--- src/hdl/kcp_pkg.sv ---
// ----------------------------------------------------------------------------
// kcp_pkg
// Shared types, constants and keyword tables of the keyword command parser.
// ----------------------------------------------------------------------------
package kcp_pkg;

    localparam int BUFFER_CHARS = 20;
    localparam int CAPACITY     = BUFFER_CHARS - 1;
    localparam int COUNT_W      = $clog2(BUFFER_CHARS);

    localparam logic [7:0] CHAR_TERM  = 8'h3B; // ';'
    localparam logic [7:0] CHAR_NUL   = 8'h00;
    localparam logic [7:0] CHAR_ZERO  = 8'h30; // '0'
    localparam logic [7:0] CHAR_ONE   = 8'h31; // '1'
    localparam logic [7:0] CHAR_THREE = 8'h33; // '3'

    localparam logic [2:0] MODE_LEN  = 3'd4;
    localparam logic [2:0] LEVEL_LEN = 3'd5;

    localparam logic [1:0] CMD_NONE  = 2'd0;
    localparam logic [1:0] CMD_AUTO  = 2'd1;
    localparam logic [1:0] CMD_HAND  = 2'd2;
    localparam logic [1:0] CMD_LEVEL = 2'd3;

    // Item passed from the front part to the back part.
    typedef struct packed {
        logic       term;
        logic       overflowed;
        logic [7:0] data;
    } t_token;

    typedef struct packed {
        logic [1:0] command_kind;
        logic [1:0] fan_level;
        logic       mode_is_auto;
        logic       message_overflowed;
    } t_result;

    // "MODE"
    function automatic logic [7:0] mode_char(input logic [2:0] idx);
        logic [7:0] c;
        case (idx)
            3'd0:    c = 8'h4D;
            3'd1:    c = 8'h4F;
            3'd2:    c = 8'h44;
            3'd3:    c = 8'h45;
            default: c = 8'h00;
        endcase
        return c;
    endfunction

    // "LEVEL"
    function automatic logic [7:0] level_char(input logic [2:0] idx);
        logic [7:0] c;
        case (idx)
            3'd0:    c = 8'h4C;
            3'd1:    c = 8'h45;
            3'd2:    c = 8'h56;
            3'd3:    c = 8'h45;
            3'd4:    c = 8'h4C;
            default: c = 8'h00;
        endcase
        return c;
    endfunction

endpackage

--- src/hdl/kcp_front.sv ---
// ----------------------------------------------------------------------------
// kcp_front
// Accepts received bytes, tracks message capacity and end of text, and
// forwards searchable bytes and terminators as tokens.
// ----------------------------------------------------------------------------
module kcp_front (
    input  logic           i_clk,
    input  logic           i_rst_n,
    input  logic           push,
    output logic           full,
    input  logic [7:0]     i_rx_byte,
    input  logic           i_q_full,
    output logic           o_tok_push,
    output kcp_pkg::t_token o_tok
);
    import kcp_pkg::*;

    logic [COUNT_W-1:0] r_count, n_count;
    logic               r_text_ended, n_text_ended;
    logic               r_overflow, n_overflow;
    logic               accept;

    assign full   = i_q_full;
    assign accept = push & ~i_q_full;

    always_comb begin
        n_count      = r_count;
        n_text_ended = r_text_ended;
        n_overflow   = r_overflow;
        o_tok_push   = 1'b0;
        o_tok.term       = 1'b0;
        o_tok.overflowed = r_overflow;
        o_tok.data       = i_rx_byte;
        if (accept) begin
            if (i_rx_byte == CHAR_TERM) begin
                o_tok_push   = 1'b1;
                o_tok.term   = 1'b1;
                n_count      = '0;
                n_text_ended = 1'b0;
                n_overflow   = 1'b0;
            end else if (r_count >= COUNT_W'(CAPACITY)) begin
                n_overflow = 1'b1;
            end else begin
                n_count = r_count + 1'b1;
                if (!r_text_ended) begin
                    if (i_rx_byte == CHAR_NUL) begin
                        n_text_ended = 1'b1;
                    end else begin
                        o_tok_push = 1'b1;
                    end
                end
            end
        end
    end

    always_ff @(posedge i_clk) begin
        if (!i_rst_n) begin
            r_count      <= '0;
            r_text_ended <= 1'b0;
            r_overflow   <= 1'b0;
        end else begin
            r_count      <= n_count;
            r_text_ended <= n_text_ended;
            r_overflow   <= n_overflow;
        end
    end

endmodule

--- src/hdl/kcp_queue.sv ---
// ----------------------------------------------------------------------------
// kcp_queue
// Two-entry token queue between the front and back parts.
// ----------------------------------------------------------------------------
module kcp_queue (
    input  logic            i_clk,
    input  logic            i_rst_n,
    input  logic            i_push,
    input  kcp_pkg::t_token i_tok,
    output logic            o_full,
    input  logic            i_pop,
    output logic            o_valid,
    output kcp_pkg::t_token o_tok
);
    import kcp_pkg::*;

    t_token     r_mem [2];
    logic       r_wr, r_rd;
    logic [1:0] r_cnt;
    logic       do_push, do_pop;

    assign o_full  = (r_cnt == 2'd2);
    assign o_valid = (r_cnt != 2'd0);
    assign o_tok   = r_mem[r_rd];
    assign do_push = i_push & ~o_full;
    assign do_pop  = i_pop & o_valid;

    always_ff @(posedge i_clk) begin
        if (do_push) begin
            r_mem[r_wr] <= i_tok;
        end
    end

    always_ff @(posedge i_clk) begin
        if (!i_rst_n) begin
            r_wr  <= 1'b0;
            r_rd  <= 1'b0;
            r_cnt <= 2'd0;
        end else begin
            if (do_push) begin
                r_wr <= ~r_wr;
            end
            if (do_pop) begin
                r_rd <= ~r_rd;
            end
            case ({do_push, do_pop})
                2'b10:   r_cnt <= r_cnt + 2'd1;
                2'b01:   r_cnt <= r_cnt - 2'd1;
                default: r_cnt <= r_cnt;
            endcase
        end
    end

endmodule

--- src/hdl/kcp_back.sv ---
// ----------------------------------------------------------------------------
// kcp_back
// Runs the keyword matchers, decides the command on a terminator, keeps the
// fan mode and buffers results for transfer.
// ----------------------------------------------------------------------------
module kcp_back (
    input  logic            i_clk,
    input  logic            i_rst_n,
    input  logic            i_tok_valid,
    input  kcp_pkg::t_token i_tok,
    output logic            o_tok_pop,
    output logic            empty,
    input  logic            pop,
    output kcp_pkg::t_result o_result
);
    import kcp_pkg::*;

    logic [2:0] r_mode_prog, n_mode_prog;
    logic       r_mode_seen, n_mode_seen;
    logic [7:0] r_mode_digit, n_mode_digit;
    logic       r_mode_taken, n_mode_taken;
    logic [2:0] r_lvl_prog, n_lvl_prog;
    logic       r_lvl_seen, n_lvl_seen;
    logic [7:0] r_lvl_digit, n_lvl_digit;
    logic       r_lvl_taken, n_lvl_taken;
    logic       r_fan_auto, n_fan_auto;

    t_result    r_out [2];
    logic       r_out_wr, r_out_rd;
    logic [1:0] r_out_cnt;
    logic       out_push, out_pop;
    t_result    result;
    logic [7:0] c;

    assign c         = i_tok.data;
    assign o_tok_pop = i_tok_valid & (~i_tok.term | (r_out_cnt != 2'd2));
    assign out_push  = o_tok_pop & i_tok.term;
    assign empty     = (r_out_cnt == 2'd0);
    assign out_pop   = pop & ~empty;
    assign o_result  = r_out[r_out_rd];

    always_comb begin
        n_mode_prog  = r_mode_prog;
        n_mode_seen  = r_mode_seen;
        n_mode_digit = r_mode_digit;
        n_mode_taken = r_mode_taken;
        n_lvl_prog   = r_lvl_prog;
        n_lvl_seen   = r_lvl_seen;
        n_lvl_digit  = r_lvl_digit;
        n_lvl_taken  = r_lvl_taken;
        n_fan_auto   = r_fan_auto;
        result.command_kind       = CMD_NONE;
        result.fan_level          = 2'd0;
        result.message_overflowed = i_tok.overflowed;
        if (o_tok_pop && i_tok.term) begin
            if (r_mode_seen) begin
                if (r_mode_taken && r_mode_digit == CHAR_ZERO) begin
                    n_fan_auto          = 1'b1;
                    result.command_kind = CMD_AUTO;
                end else if (r_mode_taken && r_mode_digit == CHAR_ONE) begin
                    n_fan_auto          = 1'b0;
                    result.command_kind = CMD_HAND;
                end
            end else if (r_lvl_seen && r_lvl_taken && r_lvl_digit >= CHAR_ZERO
                         && r_lvl_digit <= CHAR_THREE) begin
                result.command_kind = CMD_LEVEL;
                result.fan_level    = r_lvl_digit[1:0];
            end
            n_mode_prog  = '0;
            n_mode_seen  = 1'b0;
            n_mode_taken = 1'b0;
            n_lvl_prog   = '0;
            n_lvl_seen   = 1'b0;
            n_lvl_taken  = 1'b0;
        end else if (o_tok_pop) begin
            if (r_mode_seen) begin
                if (!r_mode_taken) begin
                    n_mode_digit = c;
                    n_mode_taken = 1'b1;
                end
            end else begin
                if (c == mode_char(r_mode_prog)) begin
                    n_mode_prog = r_mode_prog + 3'd1;
                end else begin
                    n_mode_prog = {2'b00, c == mode_char(3'd0)};
                end
                n_mode_seen = (n_mode_prog == MODE_LEN);
            end
            if (r_lvl_seen) begin
                if (!r_lvl_taken) begin
                    n_lvl_digit = c;
                    n_lvl_taken = 1'b1;
                end
            end else begin
                if (c == level_char(r_lvl_prog)) begin
                    n_lvl_prog = r_lvl_prog + 3'd1;
                end else begin
                    n_lvl_prog = {2'b00, c == level_char(3'd0)};
                end
                n_lvl_seen = (n_lvl_prog == LEVEL_LEN);
            end
        end
        result.mode_is_auto = n_fan_auto;
    end

    always_ff @(posedge i_clk) begin
        r_mode_digit <= n_mode_digit;
        r_lvl_digit  <= n_lvl_digit;
        if (out_push) begin
            r_out[r_out_wr] <= result;
        end
    end

    always_ff @(posedge i_clk) begin
        if (!i_rst_n) begin
            r_mode_prog  <= '0;
            r_mode_seen  <= 1'b0;
            r_mode_taken <= 1'b0;
            r_lvl_prog   <= '0;
            r_lvl_seen   <= 1'b0;
            r_lvl_taken  <= 1'b0;
            r_fan_auto   <= 1'b1;
            r_out_wr     <= 1'b0;
            r_out_rd     <= 1'b0;
            r_out_cnt    <= 2'd0;
        end else begin
            r_mode_prog  <= n_mode_prog;
            r_mode_seen  <= n_mode_seen;
            r_mode_taken <= n_mode_taken;
            r_lvl_prog   <= n_lvl_prog;
            r_lvl_seen   <= n_lvl_seen;
            r_lvl_taken  <= n_lvl_taken;
            r_fan_auto   <= n_fan_auto;
            if (out_push) begin
                r_out_wr <= ~r_out_wr;
            end
            if (out_pop) begin
                r_out_rd <= ~r_out_rd;
            end
            case ({out_push, out_pop})
                2'b10:   r_out_cnt <= r_out_cnt + 2'd1;
                2'b01:   r_out_cnt <= r_out_cnt - 2'd1;
                default: r_out_cnt <= r_out_cnt;
            endcase
        end
    end

endmodule

--- src/hdl/keyword_command_parser.sv ---
// ----------------------------------------------------------------------------
// keyword_command_parser
// Collects bytes up to ';' and gives one fan command result per message.
//
// Channel   Direction  Handshake        Payload
// input     in         push / full      i_rx_byte
// result    out        empty / pop      o_command_kind, o_fan_level,
//                                       o_mode_is_auto, o_message_overflowed
//
// One byte is taken per cycle while full is low; after its ';' is
// transferred, a result passes the token queue and then the back stage
// result buffer, and it waits behind any token ahead of it.
// Reset is synchronous and clears both queues; the fan mode returns to auto.
// Two-entry queues sit between front and back and on the result side, so a
// stalled reader backs up into full only once both have filled.
// ----------------------------------------------------------------------------
module keyword_command_parser (
    input  logic       i_clk,
    input  logic       i_rst_n,
    input  logic       push,
    output logic       full,
    input  logic [7:0] i_rx_byte,
    output logic       empty,
    input  logic       pop,
    output logic [1:0] o_command_kind,
    output logic [1:0] o_fan_level,
    output logic       o_mode_is_auto,
    output logic       o_message_overflowed
);
    import kcp_pkg::*;

    logic    tok_push, q_full, q_valid, tok_pop;
    t_token  tok_in, tok_out;
    t_result result;

    kcp_front u_front (
        .i_clk      (i_clk),
        .i_rst_n    (i_rst_n),
        .push       (push),
        .full       (full),
        .i_rx_byte  (i_rx_byte),
        .i_q_full   (q_full),
        .o_tok_push (tok_push),
        .o_tok      (tok_in)
    );

    kcp_queue u_queue (
        .i_clk   (i_clk),
        .i_rst_n (i_rst_n),
        .i_push  (tok_push),
        .i_tok   (tok_in),
        .o_full  (q_full),
        .i_pop   (tok_pop),
        .o_valid (q_valid),
        .o_tok   (tok_out)
    );

    kcp_back u_back (
        .i_clk       (i_clk),
        .i_rst_n     (i_rst_n),
        .i_tok_valid (q_valid),
        .i_tok       (tok_out),
        .o_tok_pop   (tok_pop),
        .empty       (empty),
        .pop         (pop),
        .o_result    (result)
    );

    assign o_command_kind       = result.command_kind;
    assign o_fan_level          = result.fan_level;
    assign o_mode_is_auto       = result.mode_is_auto;
    assign o_message_overflowed = result.message_overflowed;

endmodule
--- config.mk ---
export PLATFORM = sky130hd
export DESIGN_NAME = keyword_command_parser
export DESIGN_NICKNAME = d
export VERILOG_FILES = /design/src/hdl/kcp_pkg.sv /design/src/hdl/kcp_front.sv /design/src/hdl/kcp_queue.sv /design/src/hdl/kcp_back.sv /design/src/hdl/keyword_command_parser.sv
export SDC_FILE = /design/constraint.sdc
export NUM_CORES = 1
export LEC_CHECK = 0
export BUFFER_PORTS_ARGS = -buffer_cell sky130_fd_sc_hd__buf_2
export CORE_AREA = 2 2 81 83
export DETAILED_ROUTE_END_ITERATION = 8
export DIE_AREA = 0 0 83 85
export PLACE_DENSITY = 0.76
export SYNTH_ARGS = -nofsm -noshare
export SYNTH_HDL_FRONTEND = slang
export SYNTH_HIERARCHICAL = 1
export SYNTH_SLANG_ARGS = --single-unit
export TNS_END_PERCENT = 50
--- constraint.sdc ---
create_clock -name i_clk -period 3.61 [get_ports i_clk]
set_clock_uncertainty 0.2 [all_clocks]
set_input_delay 0.722 -clock i_clk [delete_from_list [all_inputs] [get_ports i_clk]]
set_output_delay 0.722 -clock i_clk [all_outputs]
set_load 0.005 [all_outputs]
* Yosys cells after proc, flatten, opt, wreduce, memory -nomap -nowiden
Memories as Yosys holds them, arrays and structs flattened. A register that Yosys moved wholly into a read port is not among the register bits.
Cells that the tools add are included.
** Word-level totals
- Logic and storage cells :: 151
- Bits in writable memories :: 32
- Latch bits :: 0
- Output and inout bits :: 8
- Memory bits (read-only) :: 0
- Bits in registers :: 42
- Memories :: 2
- Input bits :: 12
** Cells by class
- Equal/unequal tests :: 23
- Bitwise operators :: 20
- Mux-type cells :: 53
- Divide/modulo/power cells :: 0
- Multiply operators :: 0
- Reductions and logical operators :: 25
- Add/subtract/negate cells :: 7
- Magnitude comparators :: 3
- Shift operators :: 0
** Memories
- u_queue.r_mem :: words 2, width 10, rd ports 1, clocked after memory_dff 1, write ports 1, RTL line kcp_queue.sv:17 : t_token r_mem [2];
- u_back.r_out :: words 2, width 6, rd ports 1, clocked after memory_dff 1, write ports 1, RTL line kcp_back.sv:28 : t_result r_out [2];
** Operators with widths (count)
- 2-to-1 mux 8 bit :: 6
- case mux 7 bit (4 select lines) :: 1
- 2-to-1 mux 1 bit :: 27
- equality test 8 x 6 -> 1 bit (second input constant) :: 3
- 2-to-1 mux 3 bit :: 8
- case mux 7 bit (3 select lines) :: 1
- equality test 8 x 7 -> 1 bit (second input constant) :: 2
- equality test 8 bit :: 2
- inverter 1 bit :: 13
- equality test 3 x 2 -> 1 bit (second input constant) :: 4
- AND reduction 2 bit :: 6
- 2-to-1 mux 5 bit :: 2
- equality test 3 bit (second input constant) :: 3
- greater-or-equal comparator 8 x 6 -> 1 bit (second input constant) :: 1
- <= comparator 8 x 6 -> 1 bit (second input constant) :: 1
- logical NOT 8 bit :: 1
- 2-to-1 mux 2 bit :: 4
- 2-to-1 mux 4 bit :: 2
- case mux 2 bit (2 select lines) :: 2
- AND reduction 4 bit :: 2
- nonzero test 2 bit :: 4
- adder 3 x 1 -> 3 bit (second input constant) :: 2
- bitwise AND 1 bit :: 6
- equality test 2 bit (second input constant) :: 3
- 13 further kinds :: 25

* Logic depth before layout (Yosys ltp)
Gate-level depths: netlist of the first run.
- Depth after elaboration :: 13
- Depth in mapped cells :: 10
- Depth with buffers taken out :: 10

* Hierarchy
Netlist of the first run, hierarchy kept.
** By module, submodules not included
- kcp_back :: instances 1, area an instance 2080.7 um^2, sequential area each 1161.1 um^2, cells each 182
- kcp_queue :: instances 1, area an instance 957.2 um^2, sequential area each 700.7 um^2, cells each 57
- kcp_front :: instances 1, area an instance 436.7 um^2, sequential area each 140.1 um^2, cells each 56

* Least setup slack after synthesis of the first run
Ideal clock, no wire load.
- Path kind :: register to register
- Start :: reg u_front.r_count[0]
- End :: mem u_queue/r_mem[0][0] (netlist bit), enable pin
- Setup time :: 0.334 ns
- Path slack :: 0.885 ns
- Stages on the path, launching flop included :: 9
- Buffers on the path :: 0
- Data arrival time :: 2.191 ns
- Clock period less this slack :: 2.725 ns
- Required time :: 3.076 ns
- Path through :: dfxtp_1 > ha_1 > a211o_1 > o21a_1 > or3_1 > a21oi_1 > inv_1 > or3_1 > inv_1
** Between the ends
- Longest elaborated chain between the ends :: 7
** Ends and longest elaborated chain
- start, declared :: RTL line kcp_front.sv:18 : logic [COUNT_W-1:0] r_count, n_count;
- start signal, assigned :: RTL line kcp_front.sv:62 : r_count <= n_count;
- greater-or-equal comparator 5 bit :: RTL line kcp_front.sv:41 : end else if (r_count >= COUNT_W'(CAPACITY)) begin
- 2-to-1 mux 1 bit :: RTL line kcp_front.sv:41
- 2-to-1 mux 1 bit :: RTL line kcp_front.sv:35 : if (i_rx_byte == CHAR_TERM) begin
- 2-to-1 mux 1 bit :: RTL line kcp_front.sv:34 : if (accept) begin
- net tok_push :: RTL line keyword_command_parser.sv:32 : logic tok_push, q_full, q_valid, tok_pop;
- bitwise AND 1 bit :: RTL line kcp_queue.sv:25 : assign do_push = i_push & ~o_full;
- 2-to-1 mux 1 bit :: RTL line kcp_queue.sv:29 : if (do_push) begin
- 2-to-1 mux 1 bit (implied by the code) :: RTL line kcp_queue.sv:30 : r_mem[r_wr] <= i_tok;
- end, declared :: RTL line kcp_queue.sv:17
The timed path passes the listed nets, and every way through them passes these cells.

* Final worst setup path of the first run
- Start :: reg u_front.r_count[0]
- End :: mem u_queue/r_mem[0][1] (netlist bit), enable pin
Same word-level chain as after synthesis.

==> results of run 1 <==
layout by cell type, fill, tap and decap left out, types with 7 or more instances in the layout:
cell type,count
sky130_fd_sc_hd__buf_2,19
sky130_fd_sc_hd__o21ai_0,8
sky130_fd_sc_hd__xnor2_1,7
sky130_fd_sc_hd__nand2_1,14
sky130_fd_sc_hd__or3_1,8
sky130_fd_sc_hd__inv_1,16
sky130_fd_sc_hd__dfxtp_1,28
sky130_fd_sc_hd__mux2_2,16
sky130_fd_sc_hd__edfxtp_1,48
sky130_fd_sc_hd__clkbuf_8,9
sky130_fd_sc_hd__a21oi_1,17
sky130_fd_sc_hd__ha_1,13
sky130_fd_sc_hd__nor2_1,25
worst min-delay path: cells and delay by family (launching register included):
family / cells / cell delay [ns]
AO/OA/AOI/OAI: 1 / 0.04
AND/OR/NAND/NOR: 1 / 0.07
flip-flops: 1 / 0.33
per-layer routing:
layer / part of all wire, % / routed length (um) / vias to the layer above / track usage (%)
li1: - / - / 1116 / -
met1: 43 / 2697 / 1072 / 22.27
met2: 51 / 3255 / 50 / 32.70
met3: 4.0 / 254 / 13 / 4.572
met4: 1.9 / 119 / 0 / 8.793
met5: 0 / 0 / - / 0
kinds of logic (layout without fill, tap and decap cells):
group,after synthesis,count (layout),share of synthesized area [%]
buffers and inverters,31,54,4.465
muxes,17,17,5.473
AOI/OAI and AO/OA,49,49,9.219
adders and majority gates,13,13,4.681
DFF,76,76,57.62
xor gates and xnor gates,10,10,2.521
and+or+nand+nor,99,99,16.02
worst max path at each step:
stage / start / end / slack [ns] / cells past startpoint
detailed placement: i_rx_byte[7] / u_queue/r_mem[0][5] / 0.64 / 7
finish: u_front/r_count[0] / u_queue/r_mem[0][1] / 0.67 / 8
global placement: u_front/r_count[0] / u_queue/r_mem[0][5] / 0.73 / 8
global route: u_front/r_count[0] / u_queue/r_mem[0][1] / 0.47 / 8
floorplan: u_front/r_count[0] / u_queue/r_mem[0][0] / 0.89 / 8
CTS: u_front/r_count[0] / u_queue/r_mem[0][1] / 0.65 / 8
power by group through the flow:
stage	combinational (mW)	clock [mW]	sequential, mW
floorplan	0.481	0	1.13
global placement	0.587	0	1.16
detailed placement	0.607	0	1.17
CTS	0.612	0.709	1.15
global route	0.681	0.748	1.16
finish	0.616	0.697	1.15
sequential cells by signal, indices dropped and copies added, names as in the netlist, named ones only:
name	cells
u_back/r_fan_auto	1
u_back/r_lvl_digit	8
u_back/r_lvl_prog	3
u_back/r_lvl_seen	1
u_back/r_lvl_taken	1
u_back/r_mode_digit	8
u_back/r_mode_prog	3
u_back/r_mode_seen	1
u_back/r_mode_taken	1
u_back/r_out	12
u_back/r_out_cnt	2
u_back/r_out_rd	1
u_back/r_out_wr	1
u_front/r_count	5
u_front/r_overflow	1
u_front/r_text_ended	1
u_queue/r_cnt	2
u_queue/r_mem	20
u_queue/r_rd	1
u_queue/r_wr	1
metrics by stage:
stage          cells  power (mW)  cell area [sq um]  util [%]  setup slack [ns]
4_1_cts          395       2.472               3805     61.32            0.6543
5_1_grt          395       2.588               3805     61.32            0.4687
2_1_floorplan    295       1.611               3475         -            0.8854
3_5_place_dp     379       1.776               3590     57.85            0.6392
3_3_place_gp     379       1.749               3590     57.85            0.7336
6_report         395       2.462               3805     61.32            0.6678
layout make-up:
| cell class | count | area share [%] |
|---|---|---|
| clock buffers | 10 | 3.354 |
| clock inverters | 6 | 2.302 |
| inverters | 17 | 1.677 |
| multi-input cells | 188 | 34.63 |
| flip-flops and latches | 76 | 52.61 |
| well taps | 77 | 2.532 |
| repair buffers | 21 | 2.894 |
==> results_tabular.tex, run 1 <==
\begin{tabular}{lr}
\hline
Metric & Value \\
\hline
\multicolumn{2}{l}{\textbf{Logic synthesis}} \\
\quad Library cells used by synthesis & 51 \\
\quad Average instance area after synthesis & 11.78 sq um \\
\quad Area share of the largest cell type after synthesis & 41.48\% \\
\quad Synthesized area & 0.003475 sq mm \\
\quad Seq cells post-synth & 76 \\
\quad Number of synthesized flops with an enable pin & 48 \\
\quad Number of synthesis warnings & 6 \\
\quad Post-synth ARST share & 0\% \\
\quad Top post-synthesis cells by count & sky130\_fd\_sc\_hd\_\_edfxtp\_1 (48), sky130\_fd\_sc\_hd\_\_dfxtp\_1 (28), sky130\_fd\_sc\_hd\_\_nor2\_1 (25), sky130\_fd\_sc\_hd\_\_a21oi\_1 (17) \\
\quad Top cell type by total area after synthesis & sky130\_fd\_sc\_hd\_\_edfxtp\_1 \\
\quad Nets in the synthesized netlist & 320 \\
\quad Post-synthesis instance total & 295 \\
\quad Seq/Total Area, Yosys & 57.62\% \\
\quad Dominant register cell in the synthesized netlist & sky130\_fd\_sc\_hd\_\_edfxtp\_1 \\
\quad Top post-synthesis cells by area & sky130\_fd\_sc\_hd\_\_edfxtp\_1 (41\%), sky130\_fd\_sc\_hd\_\_dfxtp\_1 (16\%), sky130\_fd\_sc\_hd\_\_mux2\_2 (5.2\%) \\
\quad Most frequently used cell type in the post-synthesis netlist & sky130\_fd\_sc\_hd\_\_edfxtp\_1 \\
\multicolumn{2}{l}{\textbf{Detailed routing}} \\
\quad DR iter-0 viols & 122 \\
\quad Post-route ant nets & 0 \\
\quad Via Count & 2251 \\
\quad Via-per-instance ratio & 5.699 \\
\quad Total detailed-routing wirelength & 6326 um \\
\quad Detailed-routing iteration count for the pre-antenna-repair pass & 4 \\
\quad Number of remaining DRC errors & 0 \\
\quad Detail-routed net length per standard cell & 16.02 um \\
\multicolumn{2}{l}{\textbf{Die}} \\
\quad Starting density of the core & 56.00\% \\
\quad Height of the die & 85 um \\
\quad I/O Pins & 20 \\
\quad Core Area & 0.006205 sq mm \\
\quad Die width & 83 um \\
\quad Die footprint & 0.007055 sq mm \\
\quad FP Rows & 29 \\
\multicolumn{2}{l}{\textbf{Global routing}} \\
\quad Initial antenna violation count & 0 \\
\quad Largest net degree at the start of global routing & 15 \\
\quad Global route total overflow & 0 \\
\quad First-pass GRT wire length & 10430 um \\
\quad Global routing usage summed across all routing layers & 18.87\% \\
\quad Number of global-route vias before repair & 2249 \\
\multicolumn{2}{l}{\textbf{Hold path}} \\
\quad Worst hold endpoint & u\_front/r\_text\_ended \\
\quad Worst hold path class & reg2reg \\
\quad HP Start & u\_front/r\_text\_ended \\
\quad Worst Hold Depth & 2 \\
\multicolumn{2}{l}{\textbf{STA}} \\
\quad Tightest hold margin & 0.2768 ns \\
\quad Final critical delay including setup and external delays & 2.942 ns \\
\quad Final worst-path cycle share & 81.50\% \\
\quad Max Slew Vio Count & 0 \\
\quad Max transition margin & 42.73\% \\
\quad \# setup viols final & 0 \\
\quad RSZ-0062 raised after global routing & no \\
\quad Final hold viol count & 0 \\
\quad Slew @ Worst Pin & 0.8480 ns \\
\quad Highest Clock Rate & 0.3399 GHz \\
\quad Sum of negative setup slack & 0 ns \\
\multicolumn{2}{l}{\textbf{Clock tree}} \\
\quad Max Root-Sink Buffers & 2 \\
\quad Sink Count & 76 \\
\quad Setup bufs post-CTS & 0 \\
\quad TritonCTS buffer count & 9 \\
\quad Clock-pin slew on the worst setup and hold paths & 0.08 ns \\
\quad Count of H-tree levels built during CTS & 3 \\
\quad Post-cts hold buffer count & 0 \\
\quad Clock tree from TritonCTS & built \\
\quad Cell chosen for the clock root & sky130\_fd\_sc\_hd\_\_clkbuf\_8 \\
\quad Clock latency reported for the late side of the worst-skew pair & 0.35 ns \\
\quad CTS-repair resized insts & 0 \\
\multicolumn{2}{l}{\textbf{Critical path}} \\
\quad Critical register-to-register path startpoint & u\_front/r\_count[0] \\
\quad Buf+Inv Stages, Crit Path & 2 \\
\quad Arrival time at the worst endpoint & 2.75 ns \\
\quad WP data required & 3.42 ns \\
\quad Largest fanout on the critical path & 10 \\
\quad Cell family with most CP delay & simple AND/OR/NAND/NOR gates \\
\quad Slowest stage cell, crit path & sky130\_fd\_sc\_hd\_\_or3\_1 \\
\quad Kind of critical path & reg2reg \\
\quad Depth of the most critical reg-to-reg path & 8 \\
\quad Kind of end point of the critical path & flip-flop \\
\quad Cell chain of the critical path & ha\_1 -> a211o\_1 -> o21a\_1 -> or3\_1 -> a21oi\_1 -> inv\_1 -> or3\_1 -> inv\_1 \\
\quad Critical R2R Capture & u\_queue/r\_mem[0][1] \\
\quad Delay contributed by the slowest stage of the critical path & 0.37 ns \\
\quad Flop-to-flop setup slack & 0.67 ns \\
\quad Element type at the critical path start & flip-flop \\
\multicolumn{2}{l}{\textbf{Job}} \\
\quad Number of max-cap violations & 0 \\
\multicolumn{2}{l}{\textbf{Placement}} \\
\quad Global placer's final weighted congestion & 0.8517 \\
\quad Half-perimeter wire length of the detailed placement result & 4499 um \\
\quad Buffers added on ports & 19 \\
\multicolumn{2}{l}{\textbf{Power}} \\
\quad PD cells & 647.0 mW/mm\^{}2 \\
\quad Sequential share of power & 46.7\% \\
\quad Leakage power total & 1.318 nW \\
\quad Largest voltage drop on the vdd net & 0.0003059 V \\
\quad Internal cell power & 1.710 mW \\
\quad Switching share of total power & 30.53\% \\
\quad Combinational power share & 25.0\% \\
\quad Clock network fraction of total power & 28.3\% \\
\quad Reported net switching power & 0.7515 mW \\
\multicolumn{2}{l}{\textbf{Cells and area}} \\
\quad Combined flip-flop and latch cell area & 0.002002 sq mm \\
\quad Ant diodes & 0 \\
\quad Area growth from synthesis to final layout & 9.507\% \\
\quad Proportion of layout cells with a drive suffix above 1 & 18.55\% \\
\quad Combined area of the multi-input logic cells & 0.001318 sq mm \\
\quad Number of inserted filler cells in the final layout & 476 \\
\quad Nets & 338 \\
\multicolumn{2}{l}{\textbf{Status}} \\
\quad Run status & finished clean \\
\hline
\end{tabular}
Note: power is estimated with default switching activity, not from simulation.
==> run 2: changes to the inputs <==
Clock period 3.61 ns to 2.8 ns, I/O delays scaled along.
==> results_tabular.tex, run 2 (synthesized netlist as in run 1, its figures left out) <==
\begin{tabular}{lr}
\hline
Metric & Value \\
\hline
\multicolumn{2}{l}{\textbf{STA}} \\
\quad Final hold viol count & 0 \\
\quad Min setup slack post-route & 0.1070 ns \\
\quad Max Slew Vio Count & 0 \\
\quad Tightest hold margin & 0.2174 ns \\
\quad \# setup viols final & 0 \\
\quad Sum of negative setup slack & 0 ns \\
\quad Final critical delay including setup and external delays & 2.693 ns \\
\quad Highest Clock Rate & 0.3713 GHz \\
\quad Slew @ Worst Pin & 0.5269 ns \\
\quad Final worst-path cycle share & 96.18\% \\
\quad Max transition margin & 64.75\% \\
\multicolumn{2}{l}{\textbf{Detailed routing}} \\
\quad Total detailed-routing wirelength & 6242 um \\
\quad Post-route ant nets & 0 \\
\quad Via-per-instance ratio & 5.635 \\
\quad DR iter-0 viols & 131 \\
\quad Via Count & 2288 \\
\quad Detailed-routing iteration count for the pre-antenna-repair pass & 4 \\
\quad Detail-routed net length per standard cell & 15.37 um \\
\quad Number of remaining DRC errors & 0 \\
\multicolumn{2}{l}{\textbf{Placement}} \\
\quad Global placer's final weighted congestion & 0.8389 \\
\quad Area after DPL & 0.003685 sq mm \\
\quad Worst slack after detailed placement & 0.05644 ns \\
\quad Half-perimeter wire length of the detailed placement result & 4611 um \\
\quad Cells after DPL & 390 \\
\quad Buffers added on ports & 19 \\
\multicolumn{2}{l}{\textbf{Power}} \\
\quad Reported net switching power & 0.9439 mW \\
\quad Switching share of total power & 30.84\% \\
\quad Largest voltage drop on the vdd net & 0.0005016 V \\
\quad Combinational power share & 28.4\% \\
\quad Sequential share of power & 48.2\% \\
\quad Leakage power total & 1.362 nW \\
\quad Clock network fraction of total power & 23.5\% \\
\quad Internal cell power & 2.117 mW \\
\quad PD cells & 791.9 mW/mm\^{}2 \\
\multicolumn{2}{l}{\textbf{Global routing}} \\
\quad First-pass GRT wire length & 10630 um \\
\quad Global route total overflow & 0 \\
\quad Global routing usage summed across all routing layers & 19.38\% \\
\quad Number of global-route vias before repair & 2291 \\
\quad Largest net degree at the start of global routing & 15 \\
\quad Initial antenna violation count & 0 \\
\multicolumn{2}{l}{\textbf{Cells and area}} \\
\quad Most common cell after layout, fill and taps aside & sky130\_fd\_sc\_hd\_\_edfxtp\_1 \\
\quad Summed area of non-filler cells in the final layout & 0.003865 sq mm \\
\quad Registers with the most flip-flops & u\_queue/r\_mem x20, u\_back/r\_out x12 \\
\quad Ant diodes & 0 \\
\quad Biggest register & u\_queue/r\_mem \\
\quad Area growth from synthesis to final layout & 11.24\% \\
\quad Nets & 349 \\
\quad Proportion of layout cells with a drive suffix above 1 & 22.19\% \\
\quad Finished Layout Cells & 406 \\
\quad Flip-flop count of the largest register after layout & 20 \\
\quad Highest-count cells in the layout ignoring fill and taps & sky130\_fd\_sc\_hd\_\_edfxtp\_1 (48), sky130\_fd\_sc\_hd\_\_dfxtp\_1 (26), sky130\_fd\_sc\_hd\_\_nor2\_1 (25) \\
\multicolumn{2}{l}{\textbf{Clock tree}} \\
\quad Post-cts hold buffer count & 0 \\
\quad Clock tree from TritonCTS & built \\
\quad Count of H-tree levels built during CTS & 3 \\
\quad TritonCTS buffer count & 9 \\
\quad Sink Count & 76 \\
\quad Cell chosen for the clock root & sky130\_fd\_sc\_hd\_\_clkbuf\_8 \\
\quad Max Root-Sink Buffers & 2 \\
\quad Setup bufs post-CTS & 0 \\
\quad Clock-pin slew on the worst setup and hold paths & 0.07 ns \\
\quad Clock latency reported for the late side of the worst-skew pair & 0.34 ns \\
\multicolumn{2}{l}{\textbf{Hold path}} \\
\quad Worst hold path class & in2reg \\
\quad HP Start & i\_rx\_byte[2] \\
\quad Worst Hold Depth & 1 \\
\quad Worst hold endpoint & u\_queue/r\_mem[1][2] \\
\multicolumn{2}{l}{\textbf{Critical path}} \\
\quad WP data required & 2.66 ns \\
\quad Kind of end point of the critical path & flip-flop \\
\quad Critical R2R Capture & u\_queue/r\_mem[0][7] \\
\quad Kind of critical path & reg2reg \\
\quad Arrival time at the worst endpoint & 2.56 ns \\
\quad Depth of the most critical reg-to-reg path & 9 \\
\quad Critical register-to-register path startpoint & u\_front/r\_count[1] \\
\quad Flop-to-flop setup slack & 0.11 ns \\
\quad Largest fanout on the critical path & 10 \\
\quad Element type at the critical path start & flip-flop \\
\multicolumn{2}{l}{\textbf{Status}} \\
\quad Run status & finished clean \\
\multicolumn{2}{l}{\textbf{Die}} \\
\quad I/O Pins & 20 \\
\quad Height of the die & 85 um \\
\quad Starting density of the core & 56.00\% \\
\quad Core Area & 0.006205 sq mm \\
\quad FP Rows & 29 \\
\quad Die width & 83 um \\
\quad Die footprint & 0.007055 sq mm \\
\multicolumn{2}{l}{\textbf{Job}} \\
\quad Number of max-cap violations & 0 \\
\hline
\end{tabular}
[run 2: repair_timing]
item / 4_1_cts / 5_1_grt
setup endpoints to repair: 0 / 15
endpoints found under the hold margin: 0 / 0
resized for setup: 0 / 4
[run 2: how the worst max path moves through the flow]
stage	start	to	slack (ns)	depth (start not counted)
floorplan	u_front/r_count[0]	u_queue/r_mem[0][0]	0.08	8
global placement	u_front/r_count[1]	u_queue/r_mem[0][7]	0.12	9
detailed placement	flip-flop	u_back/r_mode_seen	0.06	5
CTS	flip-flop	u_back/r_mode_seen	0.04	5
global route	u_front/r_count[1]	u_queue/r_cnt[1]	-0.006	9
finish	u_front/r_count[1]	u_queue/r_mem[0][7]	0.11	9
[run 2: final cells by class]
class / instances / area, sq um
well taps: 77 / 96.34
clock buffers: 12 / 145.1
repair buffers: 32 / 205.2
clock inverters: 4 / 25.02
inverters: 17 / 63.81
fillers: 489 / 2340
flip-flops and latches: 76 / 2004
multi-input cells: 188 / 1325
[run 2: critical path, stage by stage (launching register included)]
cell,delay [ns]
sky130_fd_sc_hd__dfxtp_1,0.34
sky130_fd_sc_hd__ha_1,0.21
sky130_fd_sc_hd__a211o_1,0.28
sky130_fd_sc_hd__o21a_1,0.19
sky130_fd_sc_hd__or3_1,0.36
sky130_fd_sc_hd__a21oi_2,0.17
sky130_fd_sc_hd__inv_1,0.06
sky130_fd_sc_hd__or3_1,0.37
sky130_fd_sc_hd__inv_1,0.11
sky130_fd_sc_hd__buf_12,0.13
[run 2: power by group through the flow]
stage	Combinational [mW]	Clock, mW	Sequential [mW]
after floorplan	0.620	0	1.46
after global placement	0.839	0	1.49
after detailed placement	0.860	0	1.50
after CTS	0.866	0.745	1.48
after global routing	0.976	0.790	1.49
final	0.868	0.718	1.47
[run 2: layer usage]
layer  vias up  wire length (um)  global-route usage, %
met1      1118              2680                  22.41
met2        34              3278                  34.38
met5         -                 0                      0
met3         5               232                  5.642
li1       1131                 -                      -
met4         0                51                  7.004
[run 2: stage by stage]
step	total power, mW	util (%)
4_1_cts	3.086	62.13
3_3_place_gp	2.329	59.39
3_5_place_dp	2.361	59.39
5_1_grt	3.257	62.29
6_report	3.061	62.29
2_1_floorplan	2.077	-
==> run 3: changes to the inputs <==
==> constraint.sdc (replaced) <==
create_clock -name i_clk -period 2.8 [get_ports i_clk]
set_clock_uncertainty 0.2 [all_clocks]
set_input_delay 0.28 -clock i_clk [delete_from_list [all_inputs] [get_ports i_clk]]
set_output_delay 0.28 -clock i_clk [all_outputs]
set_load 0.005 [all_outputs]
==> results_tabular.tex, run 3 (synthesized netlist as in run 1, its figures left out) <==
\begin{tabular}{lr}
\hline
Metric & Value \\
\hline
\multicolumn{2}{l}{\textbf{Critical path}} \\
\quad Kind of critical path & reg2reg \\
\quad Element type at the critical path start & flip-flop \\
\quad Flop-to-flop setup slack & 0.13 ns \\
\quad Critical register-to-register path startpoint & u\_front/r\_count[1] \\
\quad Kind of end point of the critical path & flip-flop \\
\quad Depth of the most critical reg-to-reg path & 9 \\
\quad Largest fanout on the critical path & 10 \\
\quad WP data required & 2.66 ns \\
\quad Critical R2R Capture & u\_queue/r\_mem[0][0] \\
\quad Arrival time at the worst endpoint & 2.53 ns \\
\multicolumn{2}{l}{\textbf{STA}} \\
\quad Slew @ Worst Pin & 0.5448 ns \\
\quad Max Slew Vio Count & 0 \\
\quad Final critical delay including setup and external delays & 2.670 ns \\
\quad Highest Clock Rate & 0.3745 GHz \\
\quad \# setup viols final & 0 \\
\quad Final worst-path cycle share & 95.37\% \\
\quad Max transition margin & 63.60\% \\
\quad Final hold viol count & 0 \\
\multicolumn{2}{l}{\textbf{Die}} \\
\quad Height of the die & 85 um \\
\quad Die footprint & 0.007055 sq mm \\
\quad I/O Pins & 20 \\
\quad Die width & 83 um \\
\quad FP Rows & 29 \\
\quad Core Area & 0.006205 sq mm \\
\quad Starting density of the core & 56.00\% \\
\multicolumn{2}{l}{\textbf{Cells and area}} \\
\quad Nets & 356 \\
\quad Flip-flop count of the largest register after layout & 20 \\
\quad Proportion of layout cells with a drive suffix above 1 & 22.02\% \\
\quad Biggest register & u\_queue/r\_mem \\
\quad Number of inserted filler cells in the final layout & 479 \\
\quad Most common cell after layout, fill and taps aside & sky130\_fd\_sc\_hd\_\_edfxtp\_1 \\
\quad End-of-flow core utilization & 64.09\% \\
\quad Ant diodes & 0 \\
\quad Highest-count cells in the layout ignoring fill and taps & sky130\_fd\_sc\_hd\_\_edfxtp\_1 (48), sky130\_fd\_sc\_hd\_\_dfxtp\_1 (26), sky130\_fd\_sc\_hd\_\_nor2\_1 (25) \\
\quad Area growth from synthesis to final layout & 14.44\% \\
\quad Registers with the most flip-flops & u\_queue/r\_mem x20, u\_back/r\_out x12 \\
\multicolumn{2}{l}{\textbf{Clock tree}} \\
\quad Count of H-tree levels built during CTS & 3 \\
\quad Clock tree from TritonCTS & built \\
\quad Sink Count & 76 \\
\quad Setup bufs post-CTS & 0 \\
\quad Clock latency reported for the late side of the worst-skew pair & 0.34 ns \\
\quad TritonCTS buffer count & 9 \\
\quad Cell chosen for the clock root & sky130\_fd\_sc\_hd\_\_clkbuf\_8 \\
\quad Max Root-Sink Buffers & 2 \\
\quad Clock-pin slew on the worst setup and hold paths & 0.07 ns \\
\multicolumn{2}{l}{\textbf{Power}} \\
\quad PD cells & 803.9 mW/mm\^{}2 \\
\quad Overall power after layout & 3.197 mW \\
\quad Largest voltage drop on the vdd net & 0.0004356 V \\
\quad Leakage power total & 1.402 nW \\
\multicolumn{2}{l}{\textbf{Global routing}} \\
\quad Largest net degree at the start of global routing & 15 \\
\quad First-pass GRT wire length & 10740 um \\
\quad Global routing usage summed across all routing layers & 19.47\% \\
\quad Number of global-route vias before repair & 2335 \\
\quad Initial antenna violation count & 0 \\
\quad Global route total overflow & 0 \\
\multicolumn{2}{l}{\textbf{Hold path}} \\
\quad Worst Hold Depth & 2 \\
\quad Worst hold endpoint & u\_back/r\_lvl\_prog[0] \\
\quad HP Start & i\_rst\_n \\
\quad Worst hold path class & in2reg \\
\multicolumn{2}{l}{\textbf{Detailed routing}} \\
\quad Post-route ant nets & 0 \\
\quad DR iter-0 viols & 176 \\
\quad Detailed-routing iteration count for the pre-antenna-repair pass & 4 \\
\quad DR WL met3 & 223 um \\
\quad Highest metal layer used by the detailed router & met4 \\
\quad Via-per-instance ratio & 5.484 \\
\quad Wire length on met2 & 3342 um \\
\quad Via Count & 2265 \\
\quad Detail-routed net length per standard cell & 15.39 um \\
\quad Number of remaining DRC errors & 0 \\
\quad Total detailed-routing wirelength & 6356 um \\
\quad Sum of routed wire segments on met1 & 2668 um \\
\multicolumn{2}{l}{\textbf{Job}} \\
\quad Number of max-cap violations & 0 \\
\multicolumn{2}{l}{\textbf{Status}} \\
\quad Run status & finished clean \\
\multicolumn{2}{l}{\textbf{Placement}} \\
\quad Half-perimeter wire length of the detailed placement result & 4575 um \\
\quad Global placer's final weighted congestion & 0.8958 \\
\quad Buffers added on ports & 19 \\
\hline
\end{tabular}
run 3: cell type report:
cell class / count / area (sq um) / area share [%]
sequential: 76 / 2004 / 50.41
inverter: 17 / 63.81 / 1.605
clock buffer: 10 / 137.6 / 3.461
tap: 77 / 96.34 / 2.423
timing repair buffer: 39 / 277.8 / 6.986
multi-input combinational: 188 / 1334 / 33.54
clock inverter: 6 / 62.56 / 1.573
run 3: metrics by stage:
step | instance area (sq um) | setup TNS (ns) | hold WS, ns | worst slack [ns] | cells
finish | 3976 | 0 | 0.1059 | 0.1298 | 413
global route | 3976 | -0.008245 | 0.1185 | -0.008245 | 413
CTS | 3958 | 0 | 0.09833 | 0.03335 | 413
detailed placement | 3677 | 0 | 0.2494 | 0.05373 | 389
global placement | 3677 | 0 | 0.2580 | 0.1147 | 389
floorplan | 3475 | 0 | 0.2017 | 0.07542 | 295
run 3: how the worst max path moves through the flow:
stage,start,endpoint,slack [ns],cells after the start
after floorplan,u_front/r_count[0],u_queue/r_mem[0][0],0.08,8
after global placement,u_front/r_count[1],u_queue/r_mem[0][7],0.11,9
after detailed placement,u_front/r_count[1],u_queue/r_mem[0][1],0.05,9
after CTS,u_front/r_count[1],u_queue/r_mem[0][9],0.03,9
after global routing,u_front/r_count[1],u_queue/r_cnt[1],-0.008,10
final,u_front/r_count[1],u_queue/r_mem[0][0],0.13,9
run 3: repair_timing:
action	in CTS	in global routing
hold buffers	8	0
resized for setup	0	5
endpoints found under the setup margin	0	14
endpoints found under the hold margin	16	0
run 3: critical path, stage by stage, from the launching register on:
cell	delay [ns]
sky130_fd_sc_hd__dfxtp_1	0.34
sky130_fd_sc_hd__ha_1	0.20
sky130_fd_sc_hd__a211o_1	0.28
sky130_fd_sc_hd__o21a_1	0.20
sky130_fd_sc_hd__or3_1	0.36
sky130_fd_sc_hd__a21oi_2	0.16
sky130_fd_sc_hd__inv_1	0.06
sky130_fd_sc_hd__or3_1	0.37
sky130_fd_sc_hd__inv_2	0.09
sky130_fd_sc_hd__buf_12	0.13
run 3: where the power goes:
part	total, mW	internal, mW	switching (mW)
clock network	0.820	0.434	0.385
registers	1.48	1.39	0.0893
logic	0.901	0.402	0.499
total	3.20	2.22	0.973
run 3: per-layer routing:
| layer | vias to the layer above | track usage [%] |
|---|---|---|
| met5 | - | 0 |
| met4 | 0 | 6.706 |
| met3 | 12 | 5.253 |
| met2 | 49 | 34.31 |
| met1 | 1058 | 23.14 |
| li1 | 1146 | - |
